### src/mm4_pkg.sv
// ----------------------------------------------------------------------------
// mm4_pkg: shared constants and types for the 4x4 matrix multiplier
// Element geometry, arithmetic widths, operation codes and the command that
// travels from the front end through the queue to the execution back end.
// ----------------------------------------------------------------------------
`default_nettype none

package mm4_pkg;

  localparam int MATRIX_DIM  = 4;
  localparam int FRAC_BITS   = 16;
  localparam int ELEM_COUNT  = MATRIX_DIM * MATRIX_DIM;
  localparam int ELEM_W      = $clog2(ELEM_COUNT);
  localparam int K_W         = $clog2(MATRIX_DIM);
  localparam int DATA_W      = 32;
  localparam int INDEX_W     = 4;
  localparam int FUNC_W      = 2;
  localparam int PROD_W      = 2 * DATA_W;
  localparam int SHIFT_W     = PROD_W - FRAC_BITS;
  localparam int ACC_W       = SHIFT_W + K_W + 1;
  localparam int QUEUE_DEPTH = 2;

  typedef enum logic [FUNC_W-1:0] {
    FUNC_LOAD_A  = 2'd0,
    FUNC_LOAD_B  = 2'd1,
    FUNC_COMPUTE = 2'd2
  } func_t;

  typedef struct packed {
    func_t                     func;
    logic [ELEM_W-1:0]         elem;
    logic signed [DATA_W-1:0]  value;
  } cmd_t;

  // Queue status seen by the back end
  typedef struct packed {
    logic valid;
    cmd_t head;
  } qhead_t;

endpackage

`default_nettype wire

### src/matrix_multiply_4x4.sv
// A load is registered in the input stage, then held in a queue slot, and is written to
// its store when the back end pops it. A compute request issues its reads k innermost,
// then row, then column; each result is summed through the read, multiply and accumulate
// registers and saturated into the result register, with the single multiplier doing
// one multiply-accumulate per cycle while the result channel does not stall. Reset clears
// all control state; the matrix stores are not cleared and read as unknown until written.
// ----------------------------------------------------------------------------
// matrix_multiply_4x4: 4x4 fixed-point matrix multiplier
// Loads elements of A and B one transaction at a time and, on request, streams
// the sixteen Q16.16 product elements in column-major order.
// ----------------------------------------------------------------------------
`default_nettype none

module matrix_multiply_4x4 (
  input  wire logic                               clk,
  input  wire logic                               rst,
  // input channel
  input  wire logic                               item_valid,
  output      logic                               item_stall,
  input  wire logic [mm4_pkg::FUNC_W-1:0]         func,
  input  wire logic [mm4_pkg::INDEX_W-1:0]        element_index,
  input  wire logic signed [mm4_pkg::DATA_W-1:0]  element_value,
  // result channel
  output      logic                               result_valid,
  input  wire logic                               result_stall,
  output      logic signed [mm4_pkg::DATA_W-1:0]  result_value,
  output      logic [mm4_pkg::INDEX_W-1:0]        result_index,
  output      logic                               saturated,
  output      logic                               last_result
);

  // Front to queue: classified command, held until the queue has room
  logic            push;
  mm4_pkg::cmd_t   push_cmd;
  logic            q_ready;

  // Queue to back end: head command and its valid flag
  mm4_pkg::qhead_t q_status;
  logic            pop;

  // Input stage: drop unused codes and out-of-range loads here, so the back
  // end only ever sees work it must carry out.
  mm4_front u_front (
    .clk           (clk),
    .rst           (rst),
    .item_valid    (item_valid),
    .item_stall    (item_stall),
    .func          (func),
    .element_index (element_index),
    .element_value (element_value),
    .push          (push),
    .push_cmd      (push_cmd),
    .q_ready       (q_ready)
  );

  // Queue: lets loads pile up behind a running product without stalling the
  // input channel straight away.
  mm4_queue u_queue (
    .clk      (clk),
    .rst      (rst),
    .push     (push),
    .push_cmd (push_cmd),
    .ready    (q_ready),
    .pop      (pop),
    .status   (q_status)
  );

  // Back end: a new command is popped only once every read of the current
  // product has been issued, so a following load never disturbs it.
  mm4_back u_back (
    .clk          (clk),
    .rst          (rst),
    .status       (q_status),
    .pop          (pop),
    .result_valid (result_valid),
    .result_stall (result_stall),
    .result_value (result_value),
    .result_index (result_index),
    .saturated    (saturated),
    .last_result  (last_result)
  );

endmodule

`default_nettype wire

### src/mm4_front.sv
// ----------------------------------------------------------------------------
// mm4_front: input stage
// Accepts input transactions, drops unused codes and out-of-range loads, and
// holds the classified command until the queue takes it.
// ----------------------------------------------------------------------------
`default_nettype none

module mm4_front (
  input  wire logic                           clk,
  input  wire logic                           rst,
  input  wire logic                           item_valid,
  output      logic                           item_stall,
  input  wire logic [mm4_pkg::FUNC_W-1:0]     func,
  input  wire logic [mm4_pkg::INDEX_W-1:0]    element_index,
  input  wire logic signed [mm4_pkg::DATA_W-1:0] element_value,
  output      logic                           push,
  output      mm4_pkg::cmd_t                  push_cmd,
  input  wire logic                           q_ready
);

  logic          f_valid;
  logic          f_valid_next;
  mm4_pkg::cmd_t f_cmd;
  mm4_pkg::cmd_t cmd_in;
  logic          keep;
  logic          accept;

  // Classify the incoming transaction
  always_comb begin
    keep         = 1'b0;
    cmd_in.func  = mm4_pkg::func_t'(func);
    cmd_in.elem  = mm4_pkg::ELEM_W'(element_index);
    cmd_in.value = element_value;
    unique case (func) inside
      mm4_pkg::FUNC_LOAD_A, mm4_pkg::FUNC_LOAD_B: begin
        keep = int'(element_index) < mm4_pkg::ELEM_COUNT;
      end
      mm4_pkg::FUNC_COMPUTE: begin
        keep = 1'b1;
      end
      default: begin
        keep = 1'b0;
      end
    endcase
  end

  assign item_stall = f_valid && !q_ready;
  assign accept     = item_valid && !item_stall;
  assign push       = f_valid;
  assign push_cmd   = f_cmd;

  always_comb begin
    if (accept) begin
      f_valid_next = keep;
    end else if (q_ready) begin
      f_valid_next = 1'b0;
    end else begin
      f_valid_next = f_valid;
    end
  end

  always_ff @(posedge clk) begin
    if (rst) begin
      f_valid <= 1'b0;
    end else begin
      f_valid <= f_valid_next;
    end
  end

  always_ff @(posedge clk) begin
    if (accept) begin
      f_cmd <= cmd_in;
    end
  end

endmodule

`default_nettype wire

### src/mm4_queue.sv
// ----------------------------------------------------------------------------
// mm4_queue: command queue
// Short FIFO that decouples the input stage from the execution back end.
// ----------------------------------------------------------------------------
`default_nettype none

module mm4_queue (
  input  wire logic           clk,
  input  wire logic           rst,
  input  wire logic           push,
  input  wire mm4_pkg::cmd_t  push_cmd,
  output      logic           ready,
  input  wire logic           pop,
  output      mm4_pkg::qhead_t status
);

  localparam int PTR_W = (mm4_pkg::QUEUE_DEPTH > 1) ? $clog2(mm4_pkg::QUEUE_DEPTH) : 1;
  localparam int CNT_W = $clog2(mm4_pkg::QUEUE_DEPTH + 1);

  mm4_pkg::cmd_t     slots [mm4_pkg::QUEUE_DEPTH];
  logic [PTR_W-1:0]  wr_ptr;
  logic [PTR_W-1:0]  rd_ptr;
  logic [CNT_W-1:0]  count;
  logic              do_push;
  logic              do_pop;

  assign ready       = count != CNT_W'(mm4_pkg::QUEUE_DEPTH);
  assign status.valid = count != '0;
  assign status.head  = slots[rd_ptr];
  assign do_push     = push && ready;
  assign do_pop      = pop && status.valid;

  always_ff @(posedge clk) begin
    if (rst) begin
      wr_ptr <= '0;
      rd_ptr <= '0;
      count  <= '0;
    end else begin
      if (do_push) begin
        wr_ptr <= (wr_ptr == PTR_W'(mm4_pkg::QUEUE_DEPTH - 1)) ? '0 : wr_ptr + 1'b1;
      end
      if (do_pop) begin
        rd_ptr <= (rd_ptr == PTR_W'(mm4_pkg::QUEUE_DEPTH - 1)) ? '0 : rd_ptr + 1'b1;
      end
      if (do_push && !do_pop) begin
        count <= count + 1'b1;
      end else if (do_pop && !do_push) begin
        count <= count - 1'b1;
      end
    end
  end

  always_ff @(posedge clk) begin
    if (do_push) begin
      slots[wr_ptr] <= push_cmd;
    end
  end

endmodule

`default_nettype wire

### src/mm4_back.sv
// ----------------------------------------------------------------------------
// mm4_back: execution back end
// Holds both matrices, runs one multiply-accumulate per cycle unless stalled,
// through a read / multiply / accumulate pipeline and saturates into the result register.
// ----------------------------------------------------------------------------
`default_nettype none

module mm4_back (
  input  wire logic                               clk,
  input  wire logic                               rst,
  input  wire mm4_pkg::qhead_t                    status,
  output      logic                               pop,
  output      logic                               result_valid,
  input  wire logic                               result_stall,
  output      logic signed [mm4_pkg::DATA_W-1:0]  result_value,
  output      logic [mm4_pkg::INDEX_W-1:0]        result_index,
  output      logic                               saturated,
  output      logic                               last_result
);

  localparam int K_W     = mm4_pkg::K_W;
  localparam int ELEM_W  = mm4_pkg::ELEM_W;
  localparam int DATA_W  = mm4_pkg::DATA_W;
  localparam int ACC_W   = mm4_pkg::ACC_W;
  localparam int SHIFT_W = mm4_pkg::SHIFT_W;
  localparam int PROD_W  = mm4_pkg::PROD_W;
  localparam int UPPER_W = ACC_W - DATA_W + 1;

  logic signed [DATA_W-1:0] mem_a [mm4_pkg::ELEM_COUNT];
  logic signed [DATA_W-1:0] mem_b [mm4_pkg::ELEM_COUNT];

  logic                     adv;
  logic                     busy;
  logic [K_W-1:0]           k;
  logic [K_W-1:0]           row;
  logic [K_W-1:0]           col;
  logic                     k_last;
  logic                     row_last;
  logic                     col_last;
  logic [ELEM_W-1:0]        addr_a;
  logic [ELEM_W-1:0]        addr_b;
  logic                     wr_a;
  logic                     wr_b;
  logic                     start;

  logic                     s1_v;
  logic                     s1_first;
  logic                     s1_last;
  logic                     s1_final;
  logic [mm4_pkg::INDEX_W-1:0] s1_idx;
  logic signed [DATA_W-1:0] a_rd;
  logic signed [DATA_W-1:0] b_rd;

  logic                     s2_v;
  logic                     s2_first;
  logic                     s2_last;
  logic                     s2_final;
  logic [mm4_pkg::INDEX_W-1:0] s2_idx;
  logic signed [PROD_W-1:0] prod;
  logic signed [PROD_W-1:0] prod_full;

  logic signed [SHIFT_W-1:0] sh;
  logic signed [ACC_W-1:0]  sh_ext;
  logic signed [ACC_W-1:0]  acc;
  logic                     done_v;
  logic                     done_final;
  logic [mm4_pkg::INDEX_W-1:0] done_idx;
  logic [UPPER_W-1:0]       upper;
  logic                     fits;

  // Whole pipeline moves only when the result register can take a value
  assign adv      = !result_valid || !result_stall;
  assign pop      = adv && !busy && status.valid;

  assign k_last   = k   == K_W'(mm4_pkg::MATRIX_DIM - 1);
  assign row_last = row == K_W'(mm4_pkg::MATRIX_DIM - 1);
  assign col_last = col == K_W'(mm4_pkg::MATRIX_DIM - 1);
  assign addr_a   = ELEM_W'(int'(k) * mm4_pkg::MATRIX_DIM + int'(row));
  assign addr_b   = ELEM_W'(int'(col) * mm4_pkg::MATRIX_DIM + int'(k));

  always_comb begin
    wr_a  = 1'b0;
    wr_b  = 1'b0;
    start = 1'b0;
    unique case (status.head.func)
      mm4_pkg::FUNC_LOAD_A:  wr_a  = pop;
      mm4_pkg::FUNC_LOAD_B:  wr_b  = pop;
      mm4_pkg::FUNC_COMPUTE: start = pop;
      default: begin
        wr_a = 1'b0;
      end
    endcase
  end

  // Issue sequencer: k innermost, then row, then column
  always_ff @(posedge clk) begin
    if (rst) begin
      busy <= 1'b0;
      k    <= '0;
      row  <= '0;
      col  <= '0;
    end else if (adv) begin
      if (start) begin
        busy <= 1'b1;
        k    <= '0;
        row  <= '0;
        col  <= '0;
      end else if (busy) begin
        k <= k_last ? '0 : k + 1'b1;
        if (k_last) begin
          row <= row_last ? '0 : row + 1'b1;
          if (row_last) begin
            col <= col_last ? '0 : col + 1'b1;
            if (col_last) begin
              busy <= 1'b0;
            end
          end
        end
      end
    end
  end

  // Matrix stores
  always_ff @(posedge clk) begin
    if (wr_a) begin
      mem_a[status.head.elem] <= status.head.value;
    end
    if (wr_b) begin
      mem_b[status.head.elem] <= status.head.value;
    end
    if (adv) begin
      a_rd <= mem_a[addr_a];
      b_rd <= mem_b[addr_b];
    end
  end

  assign prod_full = a_rd * b_rd;
  assign sh        = prod[PROD_W-1:mm4_pkg::FRAC_BITS];
  assign sh_ext    = {{(ACC_W - SHIFT_W){sh[SHIFT_W-1]}}, sh};

  always_ff @(posedge clk) begin
    if (rst) begin
      s1_v   <= 1'b0;
      s2_v   <= 1'b0;
      done_v <= 1'b0;
    end else if (adv) begin
      s1_v   <= busy;
      s2_v   <= s1_v;
      done_v <= s2_v && s2_last;
    end
  end

  always_ff @(posedge clk) begin
    if (adv) begin
      s1_first   <= k == '0;
      s1_last    <= k_last;
      s1_final   <= row_last && col_last;
      s1_idx     <= mm4_pkg::INDEX_W'(int'(col) * mm4_pkg::MATRIX_DIM + int'(row));
      s2_first   <= s1_first;
      s2_last    <= s1_last;
      s2_final   <= s1_final;
      s2_idx     <= s1_idx;
      prod       <= prod_full;
      done_final <= s2_final;
      done_idx   <= s2_idx;
      if (s2_v) begin
        acc <= s2_first ? sh_ext : acc + sh_ext;
      end
    end
  end

  // Sum fits in 32 bits when every bit above the sign position agrees
  assign upper = acc[ACC_W-1:DATA_W-1];
  assign fits  = (&upper) || !(|upper);

  always_ff @(posedge clk) begin
    if (rst) begin
      result_valid <= 1'b0;
    end else if (adv) begin
      result_valid <= done_v;
    end
  end

  always_ff @(posedge clk) begin
    if (adv && done_v) begin
      saturated    <= !fits;
      result_index <= done_idx;
      last_result  <= done_final;
      if (fits) begin
        result_value <= acc[DATA_W-1:0];
      end else if (acc[ACC_W-1]) begin
        result_value <= {1'b1, {(DATA_W - 1){1'b0}}};
      end else begin
        result_value <= {1'b0, {(DATA_W - 1){1'b1}}};
      end
    end
  end

endmodule

`default_nettype wire

### config.mk
export PLATFORM = sky130hd
export DESIGN_NAME = matrix_multiply_4x4
export DESIGN_NICKNAME = d
export VERILOG_FILES = /design/src/mm4_pkg.sv /design/src/matrix_multiply_4x4.sv /design/src/mm4_front.sv /design/src/mm4_queue.sv /design/src/mm4_back.sv
export SDC_FILE = /design/constraint.sdc
export NUM_CORES = 2
export LEC_CHECK = 0
export BUFFER_PORTS_ARGS = -buffer_cell sky130_fd_sc_hd__buf_2
export CAP_MARGIN = 40
export CORE_MARGIN = 3
export CORE_UTILIZATION = 65
export CTS_BUF_LIST = sky130_fd_sc_hd__clkbuf_2 sky130_fd_sc_hd__clkbuf_4 sky130_fd_sc_hd__clkbuf_8
export DETAILED_ROUTE_END_ITERATION = 10
export PLACE_DENSITY = 0.85
export SLEW_MARGIN = 20
export SYNTH_ARGS = -nofsm -noshare
export SYNTH_HDL_FRONTEND = slang
export SYNTH_HIERARCHICAL = 1
export SYNTH_SLANG_ARGS = --single-unit
### constraint.sdc
create_clock -name clk -period 20.8 [get_ports clk]
set_input_delay 3.12 -clock clk [delete_from_list [all_inputs] [get_ports clk]]
set_output_delay 3.12 -clock clk [all_outputs]
set_load 0.03 [all_outputs]
# Word-level counts from Yosys, hierarchy flattened

Memory sizes are Yosys's and may differ from the RTL's. A register that Yosys moved wholly into a read port is not among the register bits.
Cells that the tools add are included.

Flip-flop bits (word level): 226
Bits in writable memories: 1100
Bits of input ports: 42
Output and inout port bits: 40
Memories kept: 3

Add/sub/neg operators: 11
$mul: 1
Equal/unequal tests: 8
Mux-type cells: 38
Reductions and logical operators: 38

Memories:

| memory        | words | width | read ports | clocked after Yosys merged registers in | write ports | RTL line        | text |
|---|---|---|---|---|---|---|---|
| u_back.mem_a  | 16    | 32    | 1          | 1                                       | 1           | mm4_back.sv:29  | `logic signed [DATA_W-1:0] mem_a [mm4_pkg::ELEM_COUNT];` |
| u_back.mem_b  | 16    | 32    | 1          | 1                                       | 1           | mm4_back.sv:30  | `logic signed [DATA_W-1:0] mem_b [mm4_pkg::ELEM_COUNT];` |
| u_queue.slots | 2     | 38    | 1          | 1                                       | 1           | mm4_queue.sv:20 | `mm4_pkg::cmd_t slots [mm4_pkg::QUEUE_DEPTH];` |

Operators by type and width:

| cell                                             | count |
|---|---|
| multiplier 32 x 32 -> 64 bit                     | 1 |
| 2-to-1 mux 32 bit                                | 2 |
| adder 51 x 48 -> 51 bit                          | 1 |
| 2-to-1 mux 51 bit                                | 1 |
| 2-to-1 mux 2 bit                                 | 14 |
| 2-to-1 mux 1 bit                                 | 21 |
| AND reduction 20 bit                             | 1 |
| OR reduction 20 bit                              | 1 |
| adder 4 x 2 -> 4 bit                             | 3 |
| nonzero test 2 bit                               | 6 |
| logical AND 1 bit                                | 11 |
| == test 2 bit, second input constant             | 5 |
| zero test 1 bit                                  | 9 |
| adder 2 x 1 -> 2 bit, second input constant      | 4 |
| zero test 2 bit                                  | 3 |
| == test 2 x 1 -> 1 bit, second input constant    | 2 |
| AND reduction 2 bit                              | 2 |
| AND reduction 4 bit                              | 1 |
| AND reduction 3 bit                              | 1 |
| OR reduction 3 bit                               | 1 |
| adder 1 bit, second input constant               | 2 |
| logical OR 1 bit                                 | 2 |
| inequality test 2 bit, second input constant     | 1 |
| subtractor 2 x 1 -> 2 bit, second input constant | 1 |

# Depth between registers and ports, before layout

Word-level depth: 8
Depth in mapped cells: 30

# Hierarchy

The synthesis kept the hierarchy.

By module, submodules not included:

| module    | instances | cells an instance | area each (um^2) |
|---|---|---|---|
| mm4_back  | 1         | 6132              | 84765.0 |
| mm4_queue | 1         | 142               | 2965.3 |
| mm4_front | 1         | 44                | 1204.9 |

# Worst setup path before layout

Ideal clock, no wire load.

Path type: input -> register
Start: in result_stall
End: reg u_back.acc[0], enable pin
Arrival: 7.641 ns
Required time: 20.311 ns
Setup slack: 12.670 ns
Stages on the path: 4
Buffers on the path: 1
Cell sequence: and2_1 > clkbuf_1 > clkinv_1 > and2_1

Cells in the longest elaborated chain, start to end: 3

Ends and longest elaborated chain:

| element                              | RTL line                  | text |
|---|---|---|
| from (decl)                          | matrix_multiply_4x4.sv:25 | `input wire logic result_stall,` |
| zero test 1 bit                      | mm4_back.sv:72            | `assign adv = !result_valid \|\| !result_stall;` |
| logical OR 1 bit                     | mm4_back.sv:72            |  |
| net u_back.adv                       | mm4_back.sv:32            | `logic adv;` |
| AND reduction 2 bit (no source line) | n/a                       |  |
| to (signal assigned)                 | mm4_back.sv:167           | `acc <= s2_first ? sh_ext : acc + sh_ext;` |
| to (decl)                            | mm4_back.sv:64            | `logic signed [ACC_W-1:0] acc;` |

The timed path passes the listed nets, and every way through them passes these cells.
A chain may end at the register's enable or synchronous reset.

# Worst setup path in the final report

Start: reg u_back.b_rd[5], read port of u_back.mem_b
End: reg u_back.prod[62], data pin

Cells in the longest elaborated chain, start to end: 1

Ends and longest elaborated chain:

| element                      | RTL line        | text |
|---|---|---|
| from (decl)                  | mm4_back.sv:52  | `logic signed [DATA_W-1:0] b_rd;` |
| multiplier 32 x 32 -> 64 bit | mm4_back.sv:137 | `assign prod_full = a_rd * b_rd;` |
| net u_back.prod_full[62]     | mm4_back.sv:60  | `logic signed [PROD_W-1:0] prod_full;` |
| to (signal assigned)         | mm4_back.sv:163 | `prod <= prod_full;` |
| to (decl)                    | mm4_back.sv:59  | `logic signed [PROD_W-1:0] prod;` |

The timed path passes the listed nets, and every way through them passes these cells.

==> summary.md <==
| Metric | Value |
|---|---|
| Final hold viol count | 0 |
| Clock Sinks | 1375 |
| I/O Buffers | 81 |
| Worst Setup Path Type | reg2reg |
| Post-synth net total | 7677 |
| Met3 Wirelength | 26200 um |
| Vias in the first global route | 57400 |
| Top Layer Used | met5 |
| CTS Hold Bufs | 0 |
| Worst Setup Start Kind | flop |
| DRT Pass-1 Iters | 6 |
| Max clock buf depth | 3 |
| Clock skew | 0.0878 ns |
| Die area | 0.141 mm2 |
| Synth Instances | 6318 |
| Average wire per standard cell | ~26 um |
| CTS Buf Count | 206 |
| Die height | roughly 380 um |
| Crit-path slowest cell | fa_1 |
| DR DRC count | 0 |
| Nets | around 7800 |
| Ys async rst share | 0 |
| Rows | between 100 and 150 |
| Critical path required time | 21.46 ns |
| GRT Overall Usage | 0.325 |
| Initial Util | 0.656 |
| RSZ-0062 raised after global routing | false |
| CTS tree | done |
| Post_cts resized | 0 |
| Multi-input gate area in the final layout | 0.0429 mm2 |
| WP data arrival | 9.37 ns |
| Via count | between 50000 and 60000 |
| Post-route cell area | 0.0963 mm2 |
| Max transition margin | 0.437 |
| Main flop type after synthesis | edfxtp_1 |
| Fin Setup TNS | 0 ns |
| Number of vias per cell | 6.26 |
| CTS root buf | clkbuf_8 |
| Inst Count DP | 8006 |
| Status | finished, final reports clean |
| Register area share after synthesis | 0.462 |
| Core Footprint | 0.136 mm2 |
| Post-place instance area | 0.0919 mm2 |
| Final Wtd Congestion | 0.933 |
| Finished Core Util | 0.710 |
| Most frequent CP cell | fa_1 |
| Leading area contributor after synthesis | edfxtp_1 |
| Area delta synth->final | 8.29% |
| Setup bufs post-CTS | 0 |
| Antenna violations before repair | 7 |
| F_max | 115 MHz |
| Die extent in x | 376 um |
| Wire length of the first global-routing pass | between 300000 and 400000 um |
| Tcrit/Tclk final | 0.419 |
| # setup viols final | 0 |
| #FFs+latches synth | 1375 |
| Total routed wirelength | 222000 um |
| Worst Max-Slew Pin Slew | approximately 0.84 ns |
| Worst setup EP type | flop |
| Overflow left after global routing | 0 |
| Crit Path Max Fanout | 32 |
| Fin cells | 8400 |
| HPWL Detailed | around 150000 um |
| Syn Std Cell Area | 0.0889 mm2 |
| Hold Crit Class | reg2reg |
| Routed met2 length | between 100000 and 150000 um |
| Synth warn | 6 |
| Register area | 0.0411 mm2 |
| Clk pin slew, worst setup/hold paths | 0.07 ns |
| Min Tclk post-route | roughly 8.7 ns |
| Post-synth top area share | 0.459 |
| Layout fillers | 8063 |
| H-tree depth | 4 |
| Syn Area/Cell | 14.1 um2 |
| DRT iter0 DRCs | 6137 |
| Final ANT Viol Nets | 0 |
| Share of post-route cells with drive strength above 1 | 0.147 |
| Io pins | between 80 and 90 |
| Crit-path max cell delay | 0.98 ns |
| Synth unique cells | 83 |
| Post-synth EDFFs | 1358 |
| Skew-Pair Late Insertion Delay | 0.95 ns |
| Largest net degree at the start of global routing | slightly above 60 |
| Slew Viols, Final | 0 |
| Most common cell after layout, fill and taps aside | edfxtp_1 |
| DRT met1 WL | 77200 um |
| Commonest non-fill, non-tap cells in the layout | 1358 x edfxtp_1, 1082 x fa_1, 1061 x inv_1 |
| Maxcap violations | 0 |
| Largest cells by area after synthesis | edfxtp_1 46%, fa_1 24%, mux4_2 8.1%, inv_1 4.5%, and2_1 3.5% |
==> stage by stage <==
stage | hold WS [ns] | setup slack, ns
final | 0.415 | 12.09
after global routing | 0.419 | 11.58
after CTS | 0.406 | 12.07
after detailed placement | 0.405 | 12.05
after global placement | 0.401 | 11.82
after floorplan | 0.400 | 12.67
==> synthesized netlist by cell type, types with 44 or more instances <==
cell type and number:
edfxtp_1 1358, fa_1 1082, inv_1 1061, nand2_1 618, and2_1 491, mux4_2 320
clkbuf_1 259, ha_1 235, nor2_1 129, o21ai_0 103, a21oi_1 102, xnor2_1 64
a21o_1 46, mux2_2 44
==> worst max-delay path, delay by kind of cell, from the launching register on <==
kind | cells | cell delay [ns]
compound gates | 8 | 1.46
flops | 1 | 0.35
buf+inv | 8 | 1.54
fa+ha+maj | 9 | 4.77
simple gates | 2 | 0.27
xor+xnor | 1 | 0.08
==> routing by layer <==
layer / global-route usage / vias up
met2: 0.532 / 3664
met3: 0.0832 / 710
met5: 0 / -
met4: 0.130 / 2
li1: - / 21400
met1: 0.422 / 26800
==> cell families (layout without fill, tap and decap cells) <==
family	Yosys count	count (layout)	synth area share
multiplexers	366	366	0.0868
AND/OR/NAND/NOR	1412	1412	0.0786
AO/OA/AOI/OAI	389	389	0.0285
other	0	8	0
XOR/XNOR	94	94	0.00926
adder cells (fa/ha/maj)	1317	1317	0.277
flip-flops	1375	1375	0.462
buffers and inverters	1365	1658	0.0579
==> registers in the layout (all words and copies together) (netlist names), 32 cells and up, named ones only <==
name                 count
u_back/acc              51
u_queue/slots           76
u_back/b_rd             32
u_back/mem_a           512
u_back/prod             48
u_back/mem_b           512
u_front/push_cmd        38
u_back/a_rd             32
u_back/result_value     32
==> path summary, 6_finish.rpt <==
| check | endpoint | slack (ns) | depth (start not counted) | start |
|---|---|---|---|---|
| worst max-delay path | u_back/prod[62] | 12.09 | 28 | u_back/b_rd[5] |
| worst min-delay path | u_queue/slots[0][33] | 0.42 | 0 | u_front/push_cmd[33] |
| worst max register to register | u_back/prod[62] | 12.09 | 28 | u_back/b_rd[5] |
| worst min register to register | u_queue/slots[0][33] | 0.42 | 0 | u_front/push_cmd[33] |
==> final cells by class <==
| class | instances | area share |
|---|---|---|
| Timing Repair Buffer | 216 | 0.0185 |
| Sequential cell | 1375 | 0.427 |
| Clock buffer | 271 | 0.0346 |
| Tap cell | 1781 | 0.0231 |
| Clock inverter | 108 | 0.00924 |
| Inverter | 1063 | 0.0415 |
| Antenna cell | 8 | 0.000208 |
| Multi-Input combinational cell | 3578 | 0.446 |
Power is left out: the tool's default activity adds up to more than one toggle a clock period on the data nets, which glitch-free logic cannot reach.
